### config.mk
export PLATFORM = sky130hd
export DESIGN_NAME = gspe_ctrl
export DESIGN_NICKNAME = d
export VERILOG_FILES = /design/src/hw/rtl/gspe_pkg.sv /design/src/hw/rtl/gspe_ctrl.sv
export SDC_FILE = /design/constraint.sdc
export NUM_CORES = 1
export LEC_CHECK = 0
export BUFFER_PORTS_ARGS = -buffer_cell sky130_fd_sc_hd__buf_2
export CORE_MARGIN = 3
export CORE_UTILIZATION = 29
export DETAILED_ROUTE_END_ITERATION = 16
export PLACE_DENSITY = 0.66
export SKIP_CTS_REPAIR_TIMING = 1
export SYNTH_ARGS = -nofsm -noshare
export SYNTH_HDL_FRONTEND = slang
export SYNTH_SLANG_ARGS = --single-unit
### constraint.sdc
create_clock -name clk -period 1.8 [get_ports clk]
set_input_delay 0.09 -clock clk [delete_from_list [all_inputs] [get_ports clk]]
set_output_delay 0.09 -clock clk [all_outputs]
set_load 0.03 [all_outputs]
### src/hw/rtl/gspe_pkg.sv
package gspe_pkg;

  localparam int MAX_NODES_DEF   = 32;
  localparam int WEIGHT_BITS_DEF = 16;
  localparam int COST_MAX        = 2097151;
  localparam logic [5:0] NODE_COUNT_RST = 6'd32;

  localparam logic [1:0] F_ADD   = 2'd0;
  localparam logic [1:0] F_DEL   = 2'd1;
  localparam logic [1:0] F_QUERY = 2'd2;

  localparam logic [2:0] ST_OK     = 3'd0;
  localparam logic [2:0] ST_SAME   = 3'd1;
  localparam logic [2:0] ST_BAD    = 3'd2;
  localparam logic [2:0] ST_EXISTS = 3'd3;
  localparam logic [2:0] ST_DISC   = 3'd4;

  typedef struct packed {
    logic       take;
    logic       conn_init;
    logic       set_resp;
    logic [2:0] resp;
    logic       resp_emit;
    logic       mem_rd_ab;
    logic       mem_wr_ab;
    logic       mem_wr_ba;
    logic       wr_edge;
    logic       conn_pick;
    logic       row_rd;
    logic       row_conn;
    logic       scan_clr;
    logic       q_init;
    logic       sel_step;
    logic       settle;
    logic       path_init;
    logic       path_emit;
  } cmd_t;

  typedef struct packed {
    logic       clr_done;
    logic       fire;
    logic [1:0] func;
    logic       same;
    logic       bad;
    logic       edge_exists;
    logic       pending;
    logic       conn_ok;
    logic       scan_end;
    logic       found;
    logic       best_is_t;
    logic       out_space;
    logic       path_last;
  } sts_t;

endpackage

### src/hw/rtl/gspe_ctrl.sv
module gspe_ctrl (
  input  logic           clk,
  input  logic           rst,
  input  gspe_pkg::sts_t sts,
  output gspe_pkg::cmd_t cmd
);

  localparam logic [3:0] S_IDLE      = 4'd0;
  localparam logic [3:0] S_ADD       = 4'd1;
  localparam logic [3:0] S_ADD_CHK   = 4'd2;
  localparam logic [3:0] S_ADD_W2    = 4'd3;
  localparam logic [3:0] S_DEL       = 4'd4;
  localparam logic [3:0] S_DEL_W2    = 4'd5;
  localparam logic [3:0] S_RESP      = 4'd6;
  localparam logic [3:0] S_CONN_PICK = 4'd7;
  localparam logic [3:0] S_CONN_SCAN = 4'd8;
  localparam logic [3:0] S_CONN_END  = 4'd9;
  localparam logic [3:0] S_Q_INIT    = 4'd10;
  localparam logic [3:0] S_SEL       = 4'd11;
  localparam logic [3:0] S_SEL_END   = 4'd12;
  localparam logic [3:0] S_RELAX     = 4'd13;
  localparam logic [3:0] S_PATH_INIT = 4'd14;
  localparam logic [3:0] S_PATH      = 4'd15;

  logic [3:0] state, state_next;

  always_ff @(posedge clk) begin
    if (rst) begin
      state <= S_IDLE;
    end else begin
      state <= state_next;
    end
  end

  always_comb begin
    cmd = '0;
    state_next = state;
    case (state)
      S_IDLE: begin
        cmd.take = sts.clr_done;
        if (sts.fire) begin
          case (sts.func)
            gspe_pkg::F_ADD:   state_next = S_ADD;
            gspe_pkg::F_DEL:   state_next = S_DEL;
            gspe_pkg::F_QUERY: begin
              cmd.conn_init = 1'b1;
              state_next = S_CONN_PICK;
            end
            default: state_next = S_IDLE;
          endcase
        end
      end
      S_ADD: begin
        if (sts.same) begin
          cmd.set_resp = 1'b1;
          cmd.resp = gspe_pkg::ST_SAME;
          state_next = S_RESP;
        end else if (sts.bad) begin
          cmd.set_resp = 1'b1;
          cmd.resp = gspe_pkg::ST_BAD;
          state_next = S_RESP;
        end else begin
          cmd.mem_rd_ab = 1'b1;
          state_next = S_ADD_CHK;
        end
      end
      S_ADD_CHK: begin
        if (sts.edge_exists) begin
          cmd.set_resp = 1'b1;
          cmd.resp = gspe_pkg::ST_EXISTS;
          state_next = S_RESP;
        end else begin
          cmd.mem_wr_ab = 1'b1;
          cmd.wr_edge = 1'b1;
          state_next = S_ADD_W2;
        end
      end
      S_ADD_W2: begin
        cmd.mem_wr_ba = 1'b1;
        cmd.wr_edge = 1'b1;
        cmd.set_resp = 1'b1;
        cmd.resp = gspe_pkg::ST_OK;
        state_next = S_RESP;
      end
      S_DEL: begin
        cmd.set_resp = 1'b1;
        if (sts.bad) begin
          cmd.resp = gspe_pkg::ST_BAD;
          state_next = S_RESP;
        end else if (sts.same) begin
          cmd.resp = gspe_pkg::ST_OK;
          state_next = S_RESP;
        end else begin
          cmd.set_resp = 1'b0;
          cmd.mem_wr_ab = 1'b1;
          state_next = S_DEL_W2;
        end
      end
      S_DEL_W2: begin
        cmd.mem_wr_ba = 1'b1;
        cmd.set_resp = 1'b1;
        cmd.resp = gspe_pkg::ST_OK;
        state_next = S_RESP;
      end
      S_RESP: begin
        if (sts.out_space) begin
          cmd.resp_emit = 1'b1;
          state_next = S_IDLE;
        end
      end
      S_CONN_PICK: begin
        if (sts.pending) begin
          cmd.conn_pick = 1'b1;
          state_next = S_CONN_SCAN;
        end else begin
          state_next = S_CONN_END;
        end
      end
      S_CONN_SCAN: begin
        if (!sts.scan_end) begin
          cmd.row_rd = 1'b1;
          cmd.row_conn = 1'b1;
        end else begin
          state_next = S_CONN_PICK;
        end
      end
      S_CONN_END: begin
        cmd.set_resp = 1'b1;
        state_next = S_RESP;
        if (!sts.conn_ok) begin
          cmd.resp = gspe_pkg::ST_DISC;
        end else if (sts.same) begin
          cmd.resp = gspe_pkg::ST_SAME;
        end else if (sts.bad) begin
          cmd.resp = gspe_pkg::ST_BAD;
        end else begin
          cmd.set_resp = 1'b0;
          state_next = S_Q_INIT;
        end
      end
      S_Q_INIT: begin
        cmd.q_init = 1'b1;
        state_next = S_SEL;
      end
      S_SEL: begin
        if (!sts.scan_end) begin
          cmd.sel_step = 1'b1;
        end else begin
          state_next = S_SEL_END;
        end
      end
      S_SEL_END: begin
        if (!sts.found) begin
          state_next = S_PATH_INIT;
        end else begin
          cmd.settle = 1'b1;
          state_next = sts.best_is_t ? S_PATH_INIT : S_RELAX;
        end
      end
      S_RELAX: begin
        if (!sts.scan_end) begin
          cmd.row_rd = 1'b1;
        end else begin
          cmd.scan_clr = 1'b1;
          state_next = S_SEL;
        end
      end
      S_PATH_INIT: begin
        cmd.path_init = 1'b1;
        state_next = S_PATH;
      end
      S_PATH: begin
        if (sts.out_space) begin
          cmd.path_emit = 1'b1;
          if (sts.path_last) begin
            state_next = S_IDLE;
          end
        end
      end
      default: state_next = S_IDLE;
    endcase
  end

endmodule

# == Word level (Yosys, flattened, before mapping) ==
# Index checks and enable logic that the tools add are counted.
# totals
register_bits,4
word_cells,89
inputBits,16
output_inout_bits,20
# classes
reduce_logical,4
muxes,60
eq_ne,24
# ops
op,n
two-way mux 4 bit,15
one-hot mux 4 bit (15 select lines),1
equality test 4 bit (second input constant),8
two-way mux 1 bit,29
one-hot mux 4 bit (5 select lines),1
equality test 4 x 3 -> 1 bit (second input constant),4
!= test 2 bit (second input constant),7
two-way mux 2 bit,6
two-way mux 3 bit,4
one-hot mux 3 bit (3 select lines),1
equality test 4 x 2 -> 1 bit (second input constant),2
AND reduction 7 bit,1
one-hot mux 1 bit (2 select lines),3
equality test 4 x 1 -> 1 bit (second input constant),1
zero test 4 bit,1
equality test 2 x 1 -> 1 bit (second input constant),1
equality test 2 bit (second input constant),1
zero test 2 bit,1
OR reduction 2 bit,1

# == Depth between registers and ports, before layout ==
# depth
depth_word,4
ltp_mapped,6
depth_no_buf,6

# == Worst setup path after synthesis ==
# OpenSTA, ideal clock, no wires.
# synth_timing
path_type,register -> output
from,reg state[2]
to,out cmd[7] (netlist bit)
arrival_ps,1823
n_path_buf,2
path_slack_ps,-113
t_required_ps,1710
path_stages_with_launch,5
path_cell_list,dfxtp_1 > buf_2 > buf_2 > nor2_1 > nor4_1
# synth_lines
item,line_no,rtl
start: declaration,gspe_ctrl.sv:25,"logic [3:0] state, state_next;"
start signal: assignment,gspe_ctrl.sv:31,state <= state_next;
end: declaration,gspe_ctrl.sv:5,output gspe_pkg::cmd_t cmd

==> run_results.csv <==
group,metric,value,unit
global_route,vias_in_the_first_global_route,934,
critical_path,worstSetupEndpoint,"cmd[17]",
power,cellPowerDensity,1610,mW/mm²
place,buffer_ports.inserted,35,
place,gp_routability_congestion,0.850,
detailed_routing,antenna_violating_nets_post_route,0,
die,die_height,58.1,µm
cells_and_area,finalNetCount,180,
cells_and_area,layout_common_cells,"sky130_fd_sc_hd__buf_2, sky130_fd_sc_hd__nor2_1, sky130_fd_sc_hd__nand2_1, sky130_fd_sc_hd__a21oi_1, sky130_fd_sc_hd__buf_4",
detailed_routing,initialDrtViolationCount,59,
die,initial_utilization,0.312,
critical_path,critPathLaunch,"state[3]",
cells_and_area,areaGrowthSynthToFinish,35.6,%
die,design.die.area,0.00338,mm²
clock_tree,tritoncts,"done",
clock_tree,cts.root.buffer_cell,"sky130_fd_sc_hd__clkbuf_4",
critical_path,r2r_end,"state[3]",
logic_synthesis,synth-seq-area-share,0.102,
power,total_leakage_power,0.496,nW
logic_synthesis,ys_async_sr_fraction,0,
run_status,status,"finished, final reports clean",
place,dp.cells,185,
detailed_routing,dr_total_vias,1050,
sta,hold_viol_final,0,
detailed_routing,totalWireLength,2.64,mm
clock_tree,cts_h_tree_lvls,1,
detailed_routing,detailedRoute.firstPassIterationCount,4,
critical_path,timing.critical_path.from_type,"flop",
logic_synthesis,synthesis.nets,140,
die,core.rowCount,18,
cells_and_area,final-instance-count-excl-fill,188,
sta,setup_violations,0,
critical_path,regToRegSetupSlack,0.25,ns
cells_and_area,finalCoreUtilization,0.423,
cells_and_area,fraction_of_layout_instances_using_a_drive_strength_above_1,0.373,
cells_and_area,mostFrequentLayoutCell,"sky130_fd_sc_hd__buf_2",
critical_path,most_frequent_cell_on_the_critical_path,"sky130_fd_sc_hd__buf_4",
sta,final.setup_skew,0.00135,ns
power,totalPowerFinal,1.71,mW
global_route,wire_length_of_the_first_global_routing_pass,4.15,mm
clock_tree,clock_sinks,4,
place,placedInstanceArea,0.00102,mm²
clock_tree,path_clk_slew,0.04,ns
place,hpwl,2.11,mm
sta,layout_setup_ws,0.0974,ns
power,clock_power_share,0.067,
sta,totalNegativeSetupSlack,0,ns
critical_path,r2r_start,"state[1]",
power,pwr-share-seq,0.141,
sta,fmax,587,MHz
hold_path,hold_path_depth,2,
hold_path,min_path_type,"in -> reg",
logic_synthesis,yosys_warnings,0,
detailed_routing,drt-vias-per-instance,5.59,
cells_and_area,finish.instance_area,0.00107,mm²
sta,worst_margin_slew,0.340,ns
place,place_worst_setup_slack,0.134,ns
power,irDropWorstVdd,0.668,mV
sta,report.final.slew_viol_count,0,
clock_tree,worstSkewPairLatency,0.24,ns
critical_path,cpMaxStageDelayCell,"sky130_fd_sc_hd__dfxtp_2",
power,power.switching,0.978,mW
power,combinational_power_share,0.791,
critical_path,largest_incremental_delay_on_the_critical_path,0.39,ns
logic_synthesis,syn-mean-instance-area,6.56,µm²
critical_path,cp_arrival,1.61,ns
global_route,grt.overflow.total,0,
die,die_boundary_width,58.1,µm
critical_path,r2r.worst_path.cells,6,
detailed_routing,post-route-drc-count,0,
run,drv.max_cap_violation_count,0,
die,i_o_pins,36,
clock_tree,clock_path_buffers,2,
sta,holdWs,0.0901,ns
clock_tree,cts_bufs_inserted,3,
power,power.share.switching,0.571,
die,floorplan.core_area,0.00252,mm²
logic_synthesis,synth_enable_flop_cells,0,
critical_path,path_class,"reg -> out",
critical_path,critPathRequiredTime,1.71,ns
cells_and_area,largest_reg_flops,4,
logic_synthesis,ys_seq_elements,4,
global_route,grt_antenna_before_repair,0,
critical_path,worstSetupEndpointType,"output port",
cells_and_area,num_antenna_cells,0,
global_route,grt_start_max_net_pins,16,
detailed_routing,avgRoutedWirePerCell,14.0,µm
sta,max_slew_margin,0.771,
critical_path,path_max_fanout,15,
logic_synthesis,synth_cells,120,
critical_path,crit_chain,"buf_4 > nor2b_2 > nand2_1 > a21oi_1 > a31oi_1 > o21ai_0 > buf_4",
cells_and_area,top_register,"state",
logic_synthesis,synth_top_flop_cell,"sky130_fd_sc_hd__dfxtp_1",
sta,finalWorstPathRequiredPeriod,1.70,ns
logic_synthesis,yosys.cell_types.count,37,
sta,post-route-period-util,0.946,
global_route,global_route.usage.total,0.155,
logic_synthesis,synth_area,787,µm²
cells_and_area,largest_regs,"state (4)",
power,internal_power,0.736,mW
## worst max-delay path: cells and delay by family (launching register included)
kind            cells  cell delay, ns
simple gates        2            0.27
flops               1            0.39
compound gates      3            0.33
buf+inv             2            0.37
## Yosys cell counts (all sizes together), types with 2 or more instances
cell type | count | area share
a211oi | 3 | 0.029
a21oi | 9 | 0.057
a31oi | 3 | 0.024
and2 | 2 | 0.016
and3 | 4 | 0.032
buf | 7 | 0.054
clkbuf | 2 | 0.0095
dfxtp | 4 | 0.10
ha | 4 | 0.064
inv | 7 | 0.033
mux2i | 2 | 0.025
nand2 | 9 | 0.043
nand2b | 5 | 0.040
nand3 | 5 | 0.032
nor2 | 14 | 0.073
nor2b | 4 | 0.032
nor3 | 8 | 0.051
nor4 | 4 | 0.032
o21ai | 7 | 0.045
o31ai | 2 | 0.019
o32ai | 2 | 0.032
or3 | 3 | 0.024
## cell type report
type,count,area (µm²)
clock buffers,3,22.5
fillers,272,1460
inverters,7,26.3
multi-input cells,100,646
flip-flops and latches,4,83.8
well taps,30,37.5
repair buffers,44,251
## power groups by stage
stage          Sequential (mW)  Combinational (mW)  Clock, mW
4_1_cts                  0.229                1.31      0.117
3_3_place_gp             0.236                1.27          0
6_report                 0.242                1.36      0.116
2_1_floorplan            0.174               0.989          0
5_1_grt                  0.254                1.46      0.131
3_5_place_dp             0.232                1.30          0
## kinds of logic after synthesis
family / after synthesis / share of synthesized area
adders and majority gates: 4 / 0.0636
muxes: 3 / 0.0397
buffers and inverters: 16 / 0.0970
xor gates and xnor gates: 1 / 0.0111
and+or+nand+nor: 60 / 0.393
AOI/OAI and AO/OA: 32 / 0.294
DFF: 4 / 0.102
## metal layers
layer / vias up / wire, µm / track usage
met5: - / 0 / 0
met4: 0 / 33 / 0.0662
met1: 485 / 1110 / 0.206
li1: 514 / - / -
met3: 4 / 234 / 0.0356
met2: 47 / 1260 / 0.239
## how the worst min path moves through the flow
stage	startpoint	endpoint	slack [ns]
final	rst	state[0]	0.09
after global routing	rst	state[0]	0.09
after CTS	rst	state[0]	0.09
after detailed placement	rst	state[0]	0.34
after global placement	rst	state[0]	0.34
after floorplan	rst	state[0]	0.16
Power figures use the tool's default switching activity.
